`config.mk`:
```
export PLATFORM = sky130hd
export DESIGN_NAME = ppv_div_cell
export DESIGN_NICKNAME = d
export VERILOG_FILES = /design/src/sv/ppv_pkg.sv /design/src/sv/ppv_div_cell.sv
export SDC_FILE = /design/constraint.sdc
export NUM_CORES = 1
export LEC_CHECK = 0
export ABC_AREA = 1
export BUFFER_PORTS_ARGS = -buffer_cell sky130_fd_sc_hd__buf_2
export CAP_MARGIN = 20
export CORE_AREA = 2 2 232 234
export CTS_BUF_LIST = sky130_fd_sc_hd__clkbuf_16
export CTS_CLUSTER_SIZE = 10
export DETAILED_ROUTE_END_ITERATION = 12
export DIE_AREA = 0 0 234 236
export REMOVE_ABC_BUFFERS = 1
export SKIP_CTS_REPAIR_TIMING = 1
export SLEW_MARGIN = 30
export SYNTH_ARGS = -nofsm -noshare
export SYNTH_HDL_FRONTEND = slang
export SYNTH_SLANG_ARGS = --single-unit
```
`constraint.sdc`:
```
create_clock -name i_clk -period 22.5 [get_ports i_clk]
set_input_delay 2.25 -clock i_clk [delete_from_list [all_inputs] [get_ports i_clk]]
set_output_delay 2.25 -clock i_clk [all_outputs]
set_load 0.03 [all_outputs]
```
`src/sv/ppv_pkg.sv`:
```
// Shared types and constants for the perspective projection vertex block.
// No dependencies; every other file refers to it by scoped names.
package ppv_pkg;

    localparam int DATA_W        = 32;
    localparam int CFG_W         = 31;
    localparam int QUOT_BITS     = 32;   // quotient bits resolved by the cell chain
    localparam int NUM_LANES     = 3;
    localparam int FRAC_BITS_DEF = 16;
    localparam int APB_ADDR_W    = 4;
    localparam int APB_DATA_W    = 32;
    localparam int FAR_RESET_INT = 100;

    localparam int LANE_X = 0;
    localparam int LANE_Y = 1;
    localparam int LANE_W = 2;

    typedef enum logic [1:0] {
        REG_NEAR   = 2'd0,
        REG_FAR    = 2'd1,
        REG_TEXCOR = 2'd2
    } t_reg_idx;

    typedef struct packed {
        logic [CFG_W-1:0] near_plane;
        logic [CFG_W-1:0] far_plane;
        logic             texture_correct;
    } t_cfg;

    // One divider lane: partial remainder, plus dividend bits shifting out
    // while quotient bits shift in.
    typedef struct packed {
        logic [DATA_W-1:0] rem;
        logic [DATA_W-1:0] nq;
        logic              neg;
        logic              ovf;
    } t_lane;

    typedef struct packed {
        logic                     vld;
        t_lane [NUM_LANES-1:0]    lane;
        logic [DATA_W-1:0]        dvsr;
        logic                     zero;
        logic                     last;
        logic [DATA_W-1:0]        s;
        logic [DATA_W-1:0]        t;
    } t_div_stage;

    typedef struct packed {
        logic [DATA_W-1:0] x;
        logic [DATA_W-1:0] y;
        logic [DATA_W-1:0] z;
        logic [DATA_W-1:0] s;
        logic [DATA_W-1:0] t;
        logic              zero;
        logic              last;
    } t_result;

endpackage

```
`src/sv/ppv_div_cell.sv`:
```
// One restoring-division cell: resolves one quotient bit on each of the lanes.
// Uses ppv_pkg stage types.
module ppv_div_cell (
    input  logic                i_clk,
    input  logic                i_rst_n,
    input  logic                i_en,
    input  ppv_pkg::t_div_stage i_stage,
    output ppv_pkg::t_div_stage o_stage
);

    ppv_pkg::t_div_stage r_stage;
    ppv_pkg::t_div_stage n_stage;

    always_comb begin
        logic [ppv_pkg::DATA_W:0] trial;
        logic                     qbit;
        n_stage = i_stage;
        for (int l = 0; l < ppv_pkg::NUM_LANES; l++) begin
            trial = {i_stage.lane[l].rem, i_stage.lane[l].nq[ppv_pkg::DATA_W-1]};
            qbit  = (trial >= {1'b0, i_stage.dvsr});
            n_stage.lane[l].rem = qbit ? ppv_pkg::DATA_W'(trial - {1'b0, i_stage.dvsr})
                                       : trial[ppv_pkg::DATA_W-1:0];
            n_stage.lane[l].nq  = {i_stage.lane[l].nq[ppv_pkg::DATA_W-2:0], qbit};
        end
    end

    always_ff @(posedge i_clk) begin
        if (!i_rst_n) begin
            r_stage.vld <= 1'b0;
        end else if (i_en) begin
            r_stage <= n_stage;
        end
    end

    assign o_stage = r_stage;

endmodule

```
; ---- Yosys cells after proc, flatten, opt, wreduce, memory -nomap -nowiden
; Index checks and enable logic that the tools add are counted.
[classes]
n_addsub = 3
muxes = 3
n_reduce_logical = 1
order_cmp = 3
[ops]
columns = cell, n
row1 = $ge A33 B32 Y1, 3
row2 = $mux W32, 3
row3 = $sub A32 B32 Y32, 3
row4 = $reduce_and A2 Y1, 1
[word_totals]
ff_bits = 297
out_inout_bits = 297
word_cells = 28
inputBits = 300

; ---- Longest topological paths before layout
[logic_depth]
depth_word = 2
mapped_depth = 16

; ---- Least setup slack after synthesis
; OpenSTA, ideal clock, no wires.
[synth_path]
path_kind = in2reg
start = input port i_rst_n
end = register r_stage, in the netlist o_stage[0] (enable)
path_slack_ns = 13.898
arrival_time_ns = 7.956
path_buffers = 0
path_stages = 2
path_cell_list = nand2_1 -> inv_1
[synth_via]
elab_chain_cells = 1
[synth_rtl]
columns = element, line
row1 = "start, declared", ppv_div_cell.sv:5  ; input logic i_rst_n,
row2 = $reduce_and A2 Y1 (no line), -
row3 = "end signal, assigned", ppv_div_cell.sv:31  ; r_stage <= n_stage;
row4 = "end, declared", ppv_div_cell.sv:11  ; ppv_pkg::t_div_stage r_stage;
; Every way passes these cells.
; A chain may end at the register's enable or synchronous reset.

==> flow_metrics.env <==
export IMPL_status="complete, no violations"
export IMPL_rows=85
export IMPL_clockRootBuffer="clkbuf_16"
export IMPL_min_from="o_stage[296]"
export IMPL_tightest_slew_ns=0.951
export IMPL_ys_seq_area_share_pct=49.0
export IMPL_period_needed_ns=4.59
export IMPL_wl_met2_um=38400
export IMPL_powerDensity_nw_per_um2=73.7
export IMPL_n_fill_cell=5408
export IMPL_worstSetupPathType="input pin to flip-flop"
export IMPL_ioPinCount=597
export IMPL_post_synth_top_area_cell="edfxtp_1"
export IMPL_grt_max_degree=167
export IMPL_grt_pass1_vias=16500
export IMPL_cts_buffer_depth=3
export IMPL_final_nets=3251
export IMPL_slew_violations=0
export IMPL_synth_cell_types=33
export IMPL_syn_inst=2242
export IMPL_post_drt_wl_per_cell_um=20.9
export IMPL_cp_end_kind="flip-flop"
export IMPL_cts_buffers=38
export IMPL_rr_worst_depth=2
export IMPL_crit_top_cell="nand2_1"
export IMPL_firstDrtPassIters=6
export IMPL_core_um2=53100
export IMPL_synth_edff_count=296
export IMPL_antenna_left=0
export IMPL_drt_iter0_drc=1177
export IMPL_pwr_share_clk_pct=33.2
export IMPL_wl_met3_um=4710
export IMPL_cts_tree="yes"
export IMPL_syn2layout_area_growth_pct=26.4
export IMPL_critPathMaxFanout=33
export IMPL_crit_slowest_cell="nor2_4"
export IMPL_p_total_uw=1690
export IMPL_portBuffers=596
export IMPL_cts_sinks=297
export IMPL_finalSetupViolations=0
export IMPL_place_gp_congestion=0.957
export IMPL_drcViolationCount=0
export IMPL_die_h_um=236
export IMPL_synthesis_area_um2=18200
export IMPL_r2r_slack_ns=21.87
export IMPL_swShare_pct=33.9
export IMPL_h_tree_depth=2
export IMPL_cap_violations=0
export IMPL_synthArstFlopShare_pct=0
export IMPL_worstPathArrival_ns=4.90
export IMPL_overflow=0
export IMPL_hpwlAfterDp_um=62000
export IMPL_combPwrFrac_pct=26.5
export IMPL_pwr_share_seq_pct=40.3
export IMPL_clk_latency_ns=0.55
export IMPL_max_stage_delay_ns=0.66
export IMPL_num_vias=17000
export IMPL_synth_area_top_cells="edfxtp_1, nand2_1, inv_1"
export IMPL_cp_required_ns=22.81
export IMPL_path_clk_slew_ns=0.07
export IMPL_synth_most_common_cell="nand2_1"
export IMPL_fin_setup_tns_ns=0
export IMPL_r2r_start="o_stage[296]"
export IMPL_cp_start_kind="input pin"
export IMPL_power_internal_uw=1120
export IMPL_dieArea_um2=55200
export IMPL_min_to="o_stage[296]"
export IMPL_grt_total_usage_pct=26.2
export IMPL_maxSlewHeadroom_pct=36.6
export IMPL_routed_top_layer="met5"
export IMPL_ir_drop_v=0.0000470
export IMPL_min_period_over_period_pct=20.4
export IMPL_synth_top_area_share_pct=48.9
export IMPL_cp_cell_sequence="buf_2, inv_1, ha_1, nand2_1, nor2_1, nand3_1, nor2_1, nand2_1, nand3_2, nor2_4, nand2_4, nand2_1, nand2_1"
export IMPL_min_path_cells=2
export IMPL_clock_skew_ns=0
export IMPL_ys_top_cells_by_count="nand2_1, inv_1, edfxtp_1"
export IMPL_die_x_um=234
export IMPL_p_leak_uw=0.0121
export IMPL_avgViaCountPerCell=4.76
export IMPL_grt_pass1_wl_um=106000
export IMPL_start_util_pct=34.3
export IMPL_layout_setup_ws_ns=17.91
export IMPL_p_switching_uw=575
export IMPL_syn_avg_cell_area_um2=8.11
export IMPL_fmax_mhz=218
export IMPL_synth_top_flop_cell="edfxtp_1"
export IMPL_antenna_found_initial=19
export IMPL_ys_seq_elements=297
export IMPL_worstReg2RegEnd="o_stage[296]"
export IMPL_rsz0062_at_grt="false"
export IMPL_largest_reg_flops=297
export IMPL_dp_slack_ns=17.31
export IMPL_drt_met1_wl_um=28900
export IMPL_hold_viol_final=0
export IMPL_drt_total_wl_um=74600
export IMPL_yosysWarnings=0
export IMPL_hold_path_class="flip-flop to flip-flop"
export IMPL_drive_gt1_share_pct=24.5
==> how the worst max path moves through the flow <==
stage	end	from	slack [ns]	cells after the start
floorplan	o_stage[0]	i_rst_n	13.90	2
detailed placement	o_stage[151]	i_stage[73]	17.31	13
finish	o_stage[152]	i_stage[73]	17.91	13
global route	o_stage[158]	i_stage[73]	17.66	13
global placement	o_stage[159]	i_stage[73]	17.38	13
CTS	o_stage[157]	i_stage[73]	17.90	13
==> logic make-up (layout without fill, tap and decap cells) <==
| kind of cell | after synthesis | after routing | share of synthesized area, % |
|---|---|---|---|
| compound gates | 71 | 71 | 2.02 |
| xor+xnor | 42 | 42 | 2.02 |
| fa+ha+maj | 99 | 99 | 6.93 |
| buf+inv | 443 | 1074 | 9.78 |
| flops | 297 | 297 | 49.0 |
| other cells | 0 | 2 | 0 |
| simple gates | 1290 | 1290 | 30.3 |
==> stage by stage <==
| step | util [%] | cell area [µm²] | hold slack, ns | instances |
|---|---|---|---|---|
| CTS | 43.3 | 23000 | 0.545 | 3569 |
| finish | 43.3 | 23000 | 0.551 | 3571 |
| detailed placement | 41.2 | 21900 | 0.531 | 3508 |
| floorplan | - | 18000 | 0.655 | 2213 |
| global placement | 41.2 | 21900 | 0.536 | 3508 |
| global route | 43.3 | 23000 | 0.618 | 3569 |
==> power by group through the flow <==
stage               clock (µW)  sequential [µW]  combinational (µW)
floorplan                    0              782                 198
global placement             0              694                 448
detailed placement           0              693                 448
CTS                        575              684                 450
global route               596              686                 489
finish                     563              683                 448
==> layout by cell type (no fill, tap or decap), drive strengths merged, types with 4 or more instances in the layout <==
cell    count
a21oi      62
and2       15
buf       599
clkbuf     39
clkinv     10
edfxtp    296
ha         96
inv       423
nand2     908
nand3     188
nand3b     13
nand4      11
nor2      129
nor3       24
o21ai       4
o21bai      5
xor2       39
==> final cells by class <==
cell class	instances	area, µm²	share of cell area [%]
diodes	2	5.00	0.0218
clock buffers	39	976	4.25
clock inverters	22	143	0.620
inverters	414	1570	6.81
multi-input cells	1502	7500	32.6
flip-flops and latches	297	8910	38.8
well taps	696	871	3.79
repair buffers	599	3020	13.1
==> critical path: cells and delay by family <==
kind | cells | cell delay [ns]
adder cells (fa/ha/maj) | 1 | 0.33
AND/OR/NAND/NOR | 10 | 1.90
buffers and inverters | 2 | 0.38
==> metal layers <==
metal / vias up / GRT usage, %
met5: - / 0
met4: 22 / 8.15
met3: 127 / 4.75
met2: 590 / 48.2
met1: 7935 / 30.6
li1: 8318 / -
No activity file was read; power rests on OpenSTA's default activity.
