===== config.mk =====
export PLATFORM = sky130hd
export DESIGN_NAME = ppv_cfg
export DESIGN_NICKNAME = d
export VERILOG_FILES = /design/src/sv/ppv_pkg.sv /design/src/sv/ppv_cfg.sv
export SDC_FILE = /design/constraint.sdc
export NUM_CORES = 1
export LEC_CHECK = 0
export ABC_AREA = 0
export ABC_CLOCK_PERIOD_IN_PS = 3750
export CAP_MARGIN = 30
export CORE_ASPECT_RATIO = 1.2
export CORE_MARGIN = 8
export CORE_UTILIZATION = 35
export CTS_BUF_LIST = sky130_fd_sc_hd__clkbuf_16
export CTS_CLUSTER_DIAMETER = 40
export CTS_CLUSTER_SIZE = 40
export DETAILED_ROUTE_END_ITERATION = 10
export DONT_BUFFER_PORTS = 1
export PLACE_DENSITY = 0.54
export SYNTH_ARGS = -nofsm -noshare
export SYNTH_HDL_FRONTEND = slang
export SYNTH_SLANG_ARGS = --single-unit

===== constraint.sdc =====
create_clock -name i_clk -period 3.75 [get_ports i_clk]
set_input_delay 0.75 -clock i_clk [delete_from_list [all_inputs] [get_ports i_clk]]
set_output_delay 0.75 -clock i_clk [all_outputs]
set_load 0.02 [all_outputs]

===== src/sv/ppv_pkg.sv =====
// Shared types and constants for the perspective projection vertex block.
// No dependencies; every other file refers to it by scoped names.
package ppv_pkg;

    localparam int DATA_W        = 32;
    localparam int CFG_W         = 31;
    localparam int QUOT_BITS     = 32;   // quotient bits resolved by the cell chain
    localparam int NUM_LANES     = 3;
    localparam int FRAC_BITS_DEF = 16;
    localparam int APB_ADDR_W    = 4;
    localparam int APB_DATA_W    = 32;
    localparam int FAR_RESET_INT = 100;

    localparam int LANE_X = 0;
    localparam int LANE_Y = 1;
    localparam int LANE_W = 2;

    typedef enum logic [1:0] {
        REG_NEAR   = 2'd0,
        REG_FAR    = 2'd1,
        REG_TEXCOR = 2'd2
    } t_reg_idx;

    typedef struct packed {
        logic [CFG_W-1:0] near_plane;
        logic [CFG_W-1:0] far_plane;
        logic             texture_correct;
    } t_cfg;

    // One divider lane: partial remainder, plus dividend bits shifting out
    // while quotient bits shift in.
    typedef struct packed {
        logic [DATA_W-1:0] rem;
        logic [DATA_W-1:0] nq;
        logic              neg;
        logic              ovf;
    } t_lane;

    typedef struct packed {
        logic                     vld;
        t_lane [NUM_LANES-1:0]    lane;
        logic [DATA_W-1:0]        dvsr;
        logic                     zero;
        logic                     last;
        logic [DATA_W-1:0]        s;
        logic [DATA_W-1:0]        t;
    } t_div_stage;

    typedef struct packed {
        logic [DATA_W-1:0] x;
        logic [DATA_W-1:0] y;
        logic [DATA_W-1:0] z;
        logic [DATA_W-1:0] s;
        logic [DATA_W-1:0] t;
        logic              zero;
        logic              last;
    } t_result;

endpackage


===== src/sv/ppv_cfg.sv =====
// APB register file: near plane, far plane, texture correction enable.
// Uses ppv_pkg register codes and config struct.
module ppv_cfg #(
    parameter int P_FRAC_BITS = ppv_pkg::FRAC_BITS_DEF
) (
    input  logic                              i_clk,
    input  logic                              i_rst_n,
    input  logic                              psel,
    input  logic                              penable,
    input  logic                              pwrite,
    input  logic [ppv_pkg::APB_ADDR_W-1:0]    paddr,
    input  logic [ppv_pkg::APB_DATA_W-1:0]    pwdata,
    output logic [ppv_pkg::APB_DATA_W-1:0]    prdata,
    output logic                              pready,
    output ppv_pkg::t_cfg                     o_cfg
);

    ppv_pkg::t_cfg    r_cfg;
    ppv_pkg::t_reg_idx idx;
    logic             wr;

    assign idx    = ppv_pkg::t_reg_idx'(paddr[ppv_pkg::APB_ADDR_W-1:2]);
    assign wr     = psel && penable && pwrite;
    assign pready = 1'b1;

    always_ff @(posedge i_clk) begin
        if (!i_rst_n) begin
            r_cfg.near_plane      <= ppv_pkg::CFG_W'(1 << P_FRAC_BITS);
            r_cfg.far_plane       <= ppv_pkg::CFG_W'(ppv_pkg::FAR_RESET_INT << P_FRAC_BITS);
            r_cfg.texture_correct <= 1'b0;
        end else if (wr) begin
            unique case (idx)
                ppv_pkg::REG_NEAR:   r_cfg.near_plane      <= pwdata[ppv_pkg::CFG_W-1:0];
                ppv_pkg::REG_FAR:    r_cfg.far_plane       <= pwdata[ppv_pkg::CFG_W-1:0];
                ppv_pkg::REG_TEXCOR: r_cfg.texture_correct <= pwdata[0];
                default: ;
            endcase
        end
    end

    always_comb begin
        unique case (idx)
            ppv_pkg::REG_NEAR:   prdata = {1'b0, r_cfg.near_plane};
            ppv_pkg::REG_FAR:    prdata = {1'b0, r_cfg.far_plane};
            ppv_pkg::REG_TEXCOR: prdata = {{(ppv_pkg::APB_DATA_W-1){1'b0}},
                                           r_cfg.texture_correct};
            default:             prdata = '0;
        endcase
    end

    assign o_cfg = r_cfg;

endmodule


# Word-level counts from Yosys, hierarchy flattened
# Cells that the tools add are included.
op_classes:
  n_eq_ne: 2
  muxes: 1
  reduce_logical: 6
ops:
  columns: ["cell", "n"]
  rows:
  - ["31-bit case mux with 3 select lines", 1]
  - ["2-bit AND reduction", 3]
  - ["2-bit by 1-bit == test with 1-bit output (second input constant)", 1]
  - ["2-bit == test (second input constant)", 1]
  - ["1-bit logical AND", 2]
  - ["2-bit logical NOT", 1]
totals:
  regBits: 63
  in_bits: 41
  out_inout_bits: 96
  elab_cells: 12

# Longest topological paths before layout
depth:
  ltp_word: 3
  mapped_depth: 6
  depth_no_buf: 3

# Least setup slack after synthesis
# No wires, ideal clock.
synth_timing:
  kind: "input to output"
  startpoint: "in paddr[2] in the netlist's numbering"
  endpoint: "out prdata[18] in the netlist's numbering"
  arrival_time_ps: 1528
  required_time_ps: 3000
  path_slack_ps: 1472
  cell_stages: 4
  path_buffers: 2
  cell_sequence: "buf_4 -> buf_2 -> mux2i_1 -> nor2_1"
synth_via:
  elab_chain_cells: 2
  elab_cells_between_ends: 4
  classes_between: "2 x eq/ne; 1 x mux; 1 x reduce/logical"
synth_lines:
  columns: ["item", "line", "source"]
  rows:
  - ["start, declared", "ppv_cfg.sv:11", "input logic [ppv_pkg::APB_ADDR_W-1:0] paddr,"]
  - ["2-bit == test, or another cell as far along", "ppv_cfg.sv:42", "unique case (idx)"]
  - ["31-bit case mux with 3 select lines (*)", "ppv_cfg.sv:42", null]
  - ["end, declared", "ppv_cfg.sv:13", "output logic [ppv_pkg::APB_DATA_W-1:0] prdata,"]
# Mark *: on every way between the ends. The rest lies on a longest branch, timed or not.

# Worst setup path in the final report
layout_timing:
  startpoint: "reg r_cfg, in the netlist o_cfg[1]"
  endpoint: "out prdata[0] in the netlist's numbering"
layout_via:
  elab_chain_cells: 1
layout_lines:
  columns: ["item", "line", "source"]
  rows:
  - ["start, declared", "ppv_cfg.sv:18", "ppv_pkg::t_cfg r_cfg;"]
  - ["31-bit case mux with 3 select lines", "ppv_cfg.sv:42", null]
# No other way between the ends.

==> run metrics <==
largest net degree at the start of global routing 96; Slew Limit Fails 0; Netlist Area Pre-Place approximately 2900 µm²; IO Count around 140; antenna violations before repair 0; vias in the first global route 2,256; final setup vio count 0; Fill cells a little over 800; Die Width about 99 µm; Yosys warnings 0; Layout Cells excl Fill around 410; Hold Path Class reg2reg; Placement Rows 36; pwr dens a little under 500 nW/µm²; FF+latch count, synth 63; Fin Setup TNS 0 ns; Post-CTS Setup Repair Bufs 0; clk buf depth 2; Area growth syn-to-layout 10.2%; Resized cells post-CTS 0; fin nets around 350; status finished, final reports clean; ANT nets after route 0; max FFs per register 63; design area 3200 µm²; worst clock skew 0 ns; PortBufs 0; Max Clk Rate between 0.4 and 0.5 GHz; Leak between 1 and 1.5 nW; Flop pwr share 0.454; Num CTS Buffers 9; area of placed instances 2920 µm²; CP required roughly 3.0 ns; hold_buf cts 0; Tmin final between 2 and 2.5 ns; Worst-path clk slew approximately 0.050 ns; top cell type's share of synthesized area 0.435; Tightest Pin Transition 0.790 ns; reg-to-reg setup timing slack ~3.0 ns; area of the multi-input gates around 1500 µm²; total congestion overflow 0; register area share after synthesis 0.435; vias after detailed routing approximately 2,100; worst-skew pair later-pin latency 0.32 ns; initial core utilization 0.358; core area between 8000 and 9000 µm²; syn nets 363; unrepaired setup endpoints after global routing false; startpoint types flip-flop; CTS tree built; unique cell type count in the Yosys netlist 22; DRC errors left 0; ranking of synthesized cells by area dfxtp_1 44%, mux2i_1 31%, nand2_1 12%; crit path capture type primary output; Die Ht 116 µm; post-synthesis cell count ~320; CTS root buffer clkbuf_16; first-pass GRT wire length 11,900 µm; gr usage total 0.132; WHS about 0.57 ns; Placer Congestion a little under 0.7; Crit Path Class reg2out; Initial DRC Count 74; Via density around 5.2; Psw ~330 µW; router iterations before antenna repair 4; # placed instances 392; clock group share of total power 0.509; routed length per instance approximately 18 µm; synthesized area per cell about 9 µm²; sw frac 0.217; crit path DAT ~1.5 ns; CTS H-tree depth 3; Comb power frac 0.037; Fin. Hold Viols 0; ANT cells 0; Post-DP HPWL roughly 5100 µm; DRT Wirelength about 7500 µm; VDD IR max approximately 0.00018 V; crit-path max FO 3; Yosys top cell by area dfxtp_1; Worst slew margin 0.471; Register Area about 1300 µm²; fin crit share 0.590; full die area around 11,000 µm²; Max-Cap Viols 0; P_int 1.21 mW; clock sink count 63; share of layout cells above drive strength 1 0.0575
## power groups by stage
stage | clock network [mW] | logic [mW] | registers, mW
finish | 0.783 | 0.0576 | 0.699
global placement | 0 | 0.0572 | 0.713
detailed placement | 0 | 0.0585 | 0.713
floorplan | 0 | 0.0791 | 0.710
global route | 0.840 | 0.0638 | 0.700
CTS | 0.807 | 0.0586 | 0.699
## kinds of logic (layout without fill, tap and decap cells)
family,after synthesis,after routing,share of synthesized area
other cells,2,2,0.00259
flops,63,63,0.435
simple gates,128,128,0.179
mux,91,91,0.314
compound gates,7,7,0.0173
buf+inv,31,22,0.0522
## cell usage in the layout, fill, tap and decap left out, types with 2 or more instances in the layout
master / instances
inv_1: 4
o211ai_1: 3
clkinv_1: 3
mux2i_1: 91
conb_1: 2
nor3_4: 2
nand2_1: 90
clkbuf_16: 9
nor2_1: 30
nor2b_1: 2
dfxtp_1: 63
o31ai_1: 3
clkinv_2: 2
## synth_stat cells
library cell and instances:
buf_1 1, buf_2 7, buf_4 3, buf_6 2, clkbuf_1 14, conb_1 2
dfxtp_1 63, inv_1 3, inv_2 1, mux2i_1 91, nand2_1 90, nand3_1 1
nand3_2 1, nor2_1 30, nor2b_1 2, nor3_2 1, nor3_4 1, nor3b_1 1
o211ai_1 3, o21ai_0 1, o31ai_1 3, or3_1 1
## worst paths after layout
| kind | from | end | depth (start not counted) |
|---|---|---|---|
| worst min register to register | o_cfg[36] | o_cfg[36] | 2 |
| worst min-delay path | o_cfg[36] | o_cfg[36] | 2 |
| worst max register to register | o_cfg[23] | o_cfg[23] | 2 |
| worst max-delay path | o_cfg[1] | prdata[0] | 2 |
## metal layers
metal / vias to the layer above / track usage / share of wire
met3: 8 / 0.0523 / 0.093
li1: 1034 / - / -
met1: 976 / 0.150 / 0.44
met2: 84 / 0.204 / 0.45
met4: 0 / 0.0819 / 0.015
met5: - / 0 / 0
## final cells by class
cell class,instances,area share
Sequential cell,63,0.395
Clock buffer,9,0.0705
Clock inverter,7,0.0172
Tap cell,95,0.0372
Multi-Input combinational cell,228,0.467
Timing Repair Buffer,2,0.00861
Inverter,4,0.00470
## through the flow
step,worst slack [ns],power [mW],util
after global placement,1.51,0.770,0.360
after global routing,1.46,1.60,0.394
after detailed placement,1.52,0.772,0.360
after floorplan,1.47,0.789,-
final,1.54,1.54,0.394
after CTS,1.50,1.57,0.394
## worst max-delay path: stages (launching register included)
cell and delay [ns]:
dfxtp_1 0.47, mux2i_1 0.11, o21ai_0 0.57
Note: power is estimated with default switching activity, not from simulation.
