## src/sv/ppv_pkg.sv

```systemverilog
// Shared types and constants for the perspective projection vertex block.
// No dependencies; every other file refers to it by scoped names.
package ppv_pkg;

    localparam int DATA_W        = 32;
    localparam int CFG_W         = 31;
    localparam int QUOT_BITS     = 32;   // quotient bits resolved by the cell chain
    localparam int NUM_LANES     = 3;
    localparam int FRAC_BITS_DEF = 16;
    localparam int APB_ADDR_W    = 4;
    localparam int APB_DATA_W    = 32;
    localparam int FAR_RESET_INT = 100;

    localparam int LANE_X = 0;
    localparam int LANE_Y = 1;
    localparam int LANE_W = 2;

    typedef enum logic [1:0] {
        REG_NEAR   = 2'd0,
        REG_FAR    = 2'd1,
        REG_TEXCOR = 2'd2
    } t_reg_idx;

    typedef struct packed {
        logic [CFG_W-1:0] near_plane;
        logic [CFG_W-1:0] far_plane;
        logic             texture_correct;
    } t_cfg;

    // One divider lane: partial remainder, plus dividend bits shifting out
    // while quotient bits shift in.
    typedef struct packed {
        logic [DATA_W-1:0] rem;
        logic [DATA_W-1:0] nq;
        logic              neg;
        logic              ovf;
    } t_lane;

    typedef struct packed {
        logic                     vld;
        t_lane [NUM_LANES-1:0]    lane;
        logic [DATA_W-1:0]        dvsr;
        logic                     zero;
        logic                     last;
        logic [DATA_W-1:0]        s;
        logic [DATA_W-1:0]        t;
    } t_div_stage;

    typedef struct packed {
        logic [DATA_W-1:0] x;
        logic [DATA_W-1:0] y;
        logic [DATA_W-1:0] z;
        logic [DATA_W-1:0] s;
        logic [DATA_W-1:0] t;
        logic              zero;
        logic              last;
    } t_result;

endpackage

```

## src/sv/ppv_res_if.sv

```systemverilog
// Projected vertex output channel: valid/ready handshake with result fields.
// Uses ppv_pkg for widths.
interface ppv_res_if;
    logic                          valid;
    logic                          ready;
    logic [ppv_pkg::DATA_W-1:0]    x_out;
    logic [ppv_pkg::DATA_W-1:0]    y_out;
    logic [ppv_pkg::DATA_W-1:0]    z_out;
    logic [ppv_pkg::DATA_W-1:0]    s_out;
    logic [ppv_pkg::DATA_W-1:0]    t_out;
    logic                          zero_depth;
    logic                          last_out;

    modport source (output valid, x_out, y_out, z_out, s_out, t_out, zero_depth, last_out,
                    input ready);
    modport sink   (input valid, x_out, y_out, z_out, s_out, t_out, zero_depth, last_out,
                    output ready);
endinterface

```

## src/sv/ppv_out_skid.sv

```systemverilog
// Output register with a skid stage, so the pipeline keeps moving while a
// result waits. Uses ppv_pkg result struct and the ppv_res_if channel.
module ppv_out_skid (
    input  logic              i_clk,
    input  logic              i_rst_n,
    input  logic              i_up_vld,
    input  ppv_pkg::t_result  i_up_data,
    output logic              o_up_ready,
    ppv_res_if.source         m_res
);

    ppv_pkg::t_result r_out;
    ppv_pkg::t_result r_skid;
    logic             r_out_vld;
    logic             r_skid_vld;

    assign o_up_ready = !r_skid_vld;

    always_ff @(posedge i_clk) begin
        if (!i_rst_n) begin
            r_out_vld  <= 1'b0;
            r_skid_vld <= 1'b0;
        end else if (r_skid_vld) begin
            if (m_res.ready) begin
                r_out      <= r_skid;
                r_skid_vld <= 1'b0;
            end
        end else if (i_up_vld) begin
            if (!r_out_vld || m_res.ready) begin
                r_out     <= i_up_data;
                r_out_vld <= 1'b1;
            end else begin
                r_skid     <= i_up_data;
                r_skid_vld <= 1'b1;
            end
        end else if (m_res.ready) begin
            r_out_vld <= 1'b0;
        end
    end

    assign m_res.valid      = r_out_vld;
    assign m_res.x_out      = r_out.x;
    assign m_res.y_out      = r_out.y;
    assign m_res.z_out      = r_out.z;
    assign m_res.s_out      = r_out.s;
    assign m_res.t_out      = r_out.t;
    assign m_res.zero_depth = r_out.zero;
    assign m_res.last_out   = r_out.last;

endmodule

```

## src/flat_wrapper.sv

```systemverilog
// flat-port wrapper written by rule: the top's interface ports become plain ports
module ppv_out_skid_flat 
  (i_clk, i_rst_n, i_up_vld, i_up_data, o_up_ready, m_res_valid, m_res_x_out, m_res_y_out, m_res_z_out, m_res_s_out, m_res_t_out, m_res_zero_depth, m_res_last_out, m_res_ready);
  ppv_res_if m_res_i ();
  input  logic i_clk;
  input  logic i_rst_n;
  input  logic i_up_vld;
  input  ppv_pkg::t_result i_up_data;
  output logic o_up_ready;
  output wire logic [$bits(m_res_i.valid)-1:0] m_res_valid;
  output wire logic [$bits(m_res_i.x_out)-1:0] m_res_x_out;
  output wire logic [$bits(m_res_i.y_out)-1:0] m_res_y_out;
  output wire logic [$bits(m_res_i.z_out)-1:0] m_res_z_out;
  output wire logic [$bits(m_res_i.s_out)-1:0] m_res_s_out;
  output wire logic [$bits(m_res_i.t_out)-1:0] m_res_t_out;
  output wire logic [$bits(m_res_i.zero_depth)-1:0] m_res_zero_depth;
  output wire logic [$bits(m_res_i.last_out)-1:0] m_res_last_out;
  input wire logic [$bits(m_res_i.ready)-1:0] m_res_ready;
  assign m_res_valid = m_res_i.valid;
  assign m_res_x_out = m_res_i.x_out;
  assign m_res_y_out = m_res_i.y_out;
  assign m_res_z_out = m_res_i.z_out;
  assign m_res_s_out = m_res_i.s_out;
  assign m_res_t_out = m_res_i.t_out;
  assign m_res_zero_depth = m_res_i.zero_depth;
  assign m_res_last_out = m_res_i.last_out;
  assign m_res_i.ready = m_res_ready;
  ppv_out_skid u_core (.i_clk(i_clk), .i_rst_n(i_rst_n), .i_up_vld(i_up_vld), .i_up_data(i_up_data), .o_up_ready(o_up_ready), .m_res(m_res_i));
endmodule
```

## config.mk

```make
export PLATFORM = sky130hd
export DESIGN_NAME = ppv_out_skid_flat
export DESIGN_NICKNAME = d
export VERILOG_FILES = /design/src/sv/ppv_pkg.sv /design/src/sv/ppv_res_if.sv /design/src/sv/ppv_out_skid.sv /design/src/flat_wrapper.sv
export SDC_FILE = /design/constraint.sdc
export NUM_CORES = 1
export LEC_CHECK = 0
export ABC_AREA = 1
export BUFFER_PORTS_ARGS = -buffer_cell sky130_fd_sc_hd__buf_2
export CORE_ASPECT_RATIO = 0.75
export CORE_MARGIN = 3
export CORE_UTILIZATION = 52
export DETAILED_ROUTE_END_ITERATION = 12
export PLACE_DENSITY = 0.8
export SLEW_MARGIN = 20
export SYNTH_ARGS = -nofsm -noshare
export SYNTH_HDL_FRONTEND = slang
export SYNTH_SLANG_ARGS = --single-unit
```

## constraint.sdc

```tcl
create_clock -name i_clk -period 13.7 [get_ports i_clk]
set_clock_uncertainty 0.05 [all_clocks]
set_input_delay 2.74 -clock i_clk [delete_from_list [all_inputs] [get_ports i_clk]]
set_output_delay 2.74 -clock i_clk [all_outputs]
set_load 0.005 [all_outputs]
```

### Word-level counts from Yosys, hierarchy flattened

Index checks and enable logic that the tools add are counted.

* register bits: 326
* latch bits: 0
* RAM bits: 0
* ROM bits: 0
* input port bits: 166
* output and inout port bits: 164
* word-level logic and storage cells: 40
* memories: 0

* add/sub/neg operators: 0
* multipliers: 0
* div/mod/pow operators: 0
* $lt $le $gt $ge: 0
* eq/ne operators: 2
* shifts and indexed selects: 0
* multiplexer cells: 11
* bitwise logic cells: 2
* reductions and logical operators: 9

Operator list (number)
* $mux W162: 4
* $reduce_and A4 Y1: 2
* $mux W1: 7
* $reduce_bool A2 Y1: 3
* $reduce_and A3 Y1: 1
* $logic_not A1 Y1: 2
* $ne A2 B1 Y1 const B: 1
* $ne A2 B2 Y1 const B: 1
* $not A1 Y1: 2
* $logic_or A1 B1 Y1: 1

### Logic depth before layout (Yosys ltp)

* depth after elaboration: 5
* mapped depth: 5
* gate-level depth less buffers: 4

### Worst setup path after synthesis

Ideal clock, no wire load.

* path type: input -> register
* from: in m_res_ready
* to: reg u_core.r_out, in the netlist u_core.m_res.last_out (enable)
* setup time: 690 ps
* arrival: 9695 ps
* data required time: 12960 ps
* path slack: 3265 ps
* cell stages on the path: 4
* buffers on the path: 0
* cell sequence: inv_1 > nand3_1 > nand2_1 > nor2_1

* cells in the longest elaborated chain, start to end: 3
* elaborated cells on any way between the ends: 4
* those cells by class: 1 x eq/ne; 3 x reduce/logical

Ends and longest elaborated chain
* start: declaration: RTL line flat_wrapper.sv:18 `input wire logic [$bits(m_res_i.ready)-1:0] m_res_ready;`
* $logic_or A1 B1 Y1: RTL line ppv_out_skid.sv:29 `if (!r_out_vld || m_res.ready) begin`
* $reduce_bool A2 Y1 (no source line)
* $reduce_and A4 Y1 (no source line) *
* end signal: assignment: RTL line ppv_out_skid.sv:25 `r_out <= r_skid;`
* end signal: assignment: RTL line ppv_out_skid.sv:30 `r_out <= i_up_data;`
* end: declaration: RTL line ppv_out_skid.sv:12 `ppv_pkg::t_result r_out;`

Mark *: on every way between the ends. The rest lies on a longest branch, timed or not.
A chain may end at the register's enable or synchronous reset.

### Worst setup path after layout

* from: reg u_core.r_skid_vld
* to: out o_up_ready

* cells in the longest elaborated chain, start to end: 1

Ends and longest elaborated chain
* start: declaration: RTL line ppv_out_skid.sv:15 `logic r_skid_vld;`
* start signal: assignment: RTL line ppv_out_skid.sv:22 `r_skid_vld <= 1'b0;`
* start signal: assignment: RTL line ppv_out_skid.sv:26 `r_skid_vld <= 1'b0;`
* start signal: assignment: RTL line ppv_out_skid.sv:34 `r_skid_vld <= 1'b1;`
* $logic_not A1 Y1: RTL line ppv_out_skid.sv:17 `assign o_up_ready = !r_skid_vld;`
* end: declaration: RTL line flat_wrapper.sv:9 `output logic o_up_ready;`

No other way between the ends.

==> flow_metrics.tcl <==
set metrics [dict create \
    status "complete, no violations" \
    required_ps 10910 \
    crit_path_start_kind "register" \
    total_leakage_power_nw 6.171 \
    synth_area_leader_cell "edfxtp_1" \
    cts_sinks 326 \
    drt-pass1-iter-count 6 \
    grt_max_degree 163 \
    portBuffers 329 \
    hp-class "register to register" \
    critical-path-max-stage-delay_ps 510 \
    cap_violations 0 \
    routabilityCongestion 0.7998 \
    cts_tree "done" \
    p_total_mw 2.027 \
    cts_resized 0 \
    swShare_pct 20.93 \
    synth_top_cell_area_share_pct 82.17 \
    finalNetCount 1361 \
    cts_root_buffer "clkbuf_16" \
    fmax_mhz 226.1 \
    core-area_um2 22230 \
    antenna_found_initial 3 \
    drt-wirelength-per-cell_um 17.27 \
    synth_fp_nets 1029 \
    area_growth_pct 23.86 \
    period_needed_ps 4424 \
    fin_hold_ws_ps 464.7 \
    die-width_um 180.2 \
    start_util_pct 53.26 \
    post_cts_buffers 0 \
    cp_slowest_cell "inv_4" \
    vias_per_cell 5.031 \
    net-switching-power_mw 0.4244 \
    post-route-period-util_pct 32.29 \
    wirelength_um 26140 \
    post_dp_cell_area_um2 13750 \
    syn_avg_cell_area_um2 13.72 \
    hold_viol_final 0 \
    pre_cts_slack_ps 8239 \
    cts_buffers 30 \
    fin_cells 1513 \
    insertion_delay_ps 540 \
    path_max_fanout 70 \
    synth_area_leaders "edfxtp_1, nand2_1, buf_2" \
    p_per_area_nw_per_um2 138.2 \
    clock_path_buffers 3 \
    slew_headroom_pct 28.42 \
    grt_overflow 0 \
    ir_drop_mv 0.09500 \
    drv_slew 0 \
    netlist_area_um2 11840 \
    setup_viol 0 \
    synth_seq_cells 326 \
    internal_power_mw 1.603 \
    drtIter0Drc 730 \
    p_seq_share_pct 56.8 \
    route.detailed.drc 0 \
    grt.total_usage_pct 20.60 \
    p_clk_share_pct 37.1 \
    share_comb_of_total_power_pct 6.1 \
    cts_max_level 1 \
    rsz0062_at_grt "false" \
    ys_types 12 \
    final_area_um2 14670 \
    dieArea_um2 24640 \
    yosysSeqAreaShare_pct 82.51 \
    path_buf_inv 2 \
    path_class "register to output port" \
    die_h_um 136.7 \
    drive_gt1_share_pct 31.31 \
    dp_hpwl_um 16830 \
    rows 47 \
    num_vias 7612 \
    first_global_vias 7540 \
    holdBufCountCts 0 \
    yosys_warnings 0 \
    fin_util_pct 65.97 \
    crit_chain "inv_4 > buf_2" \
    grt_first_pass_wirelength_um 40170 \
    dp_cells 1456 \
    pin_count 330 \
    worst_pin_slew_ps 1074 \
    setup_slack_ps 9276 \
    ant_nets 0 \
    clkSlewWorstSetupHoldPaths_ps 70 \
    worst_setup_path_end_kind "output port" \
    synth_cells 863 \
    crit_arrival_ps 1630 \
    tns_ps 0 \
    critPathTopFamily "buffers and inverters" \
]
-- power groups by stage --
stage / combinational [mW] / clock [mW] / sequential (mW)
2_1_floorplan: 0.0465 / 0 / 1.18
3_3_place_gp: 0.118 / 0 / 1.17
3_5_place_dp: 0.123 / 0 / 1.17
4_1_cts: 0.124 / 0.769 / 1.15
5_1_grt: 0.139 / 0.810 / 1.15
6_report: 0.123 / 0.753 / 1.15
-- cells by family after synthesis --
kind of cell,synth area share (%)
AND/OR/NAND/NOR,15.82
AO/OA/AOI/OAI,0.08454
buffers and inverters,1.585
flip-flops,82.51
-- layer usage --
layer | track usage (%) | up-vias | wire length [um]
met4 | 6.434 | 4 | 744
met3 | 5.925 | 58 | 2965
li1 | - | 3588 | -
met2 | 32.54 | 419 | 12170
met1 | 28.26 | 3543 | 10230
met5 | 0 | - | 21
-- worst min-delay path, stage by stage (launching register included) --
cell,delay [ps]
edfxtp_1,320
nand2_1,50
nand2_1,50
-- synthesized netlist by cell type (all sizes together) --
master	count
dfxtp	2
nand2	490
clkbuf	2
nand3	4
nor2	2
o21ai	2
edfxtp	324
inv	2
or2	1
buf	34
-- flip-flops by register name (all words and copies together) (netlist names) --
name	count
u_core.m_res.last_out	1
u_core.m_res.s_out	32
u_core.m_res.t_out	32
u_core.m_res.valid	1
u_core.m_res.x_out	32
u_core.m_res.y_out	32
u_core.m_res.z_out	32
u_core.m_res.zero_depth	1
u_core.r_skid	162
u_core.r_skid_vld	1
-- path summary, 6_finish.rpt --
kind	from	end	slack, ps	depth (start not counted)
max	u_core.r_skid_vld$_SDFF_PN0_	o_up_ready	9280	2
max reg2reg	u_core.r_skid_vld$_SDFF_PN0_	u_core.m_res.y_out[11]$_DFFE_PP_	10700	5
min reg2reg	u_core.r_skid[67]$_DFFE_PP_	u_core.m_res.z_out[1]$_DFFE_PP_	460	2
min	u_core.r_skid[67]$_DFFE_PP_	u_core.m_res.z_out[1]$_DFFE_PP_	460	2
-- cell type report --
class | instances | area (um^2)
multi-input combinational | 499 | 1898
antenna | 2 | 5.005
inverter | 2 | 10.01
sequential | 326 | 9773
clock inverter | 14 | 70.07
fill | 1615 | 7564
timing repair buffer | 336 | 1732
tap | 294 | 367.9
clock buffer | 40 | 809.5
-- layout by cell type, fill, tap and decap left out, drive strengths merged --
cell type and count:
clkbuf 40, nor2 2, clkinv 12, o21ai 2, dfxtp 2, or2 1
nand2 490, inv 3, diode 2, edfxtp 324, buf 336, nand3 4
clkinvlp 1
(Power assumes the default switching activity.)
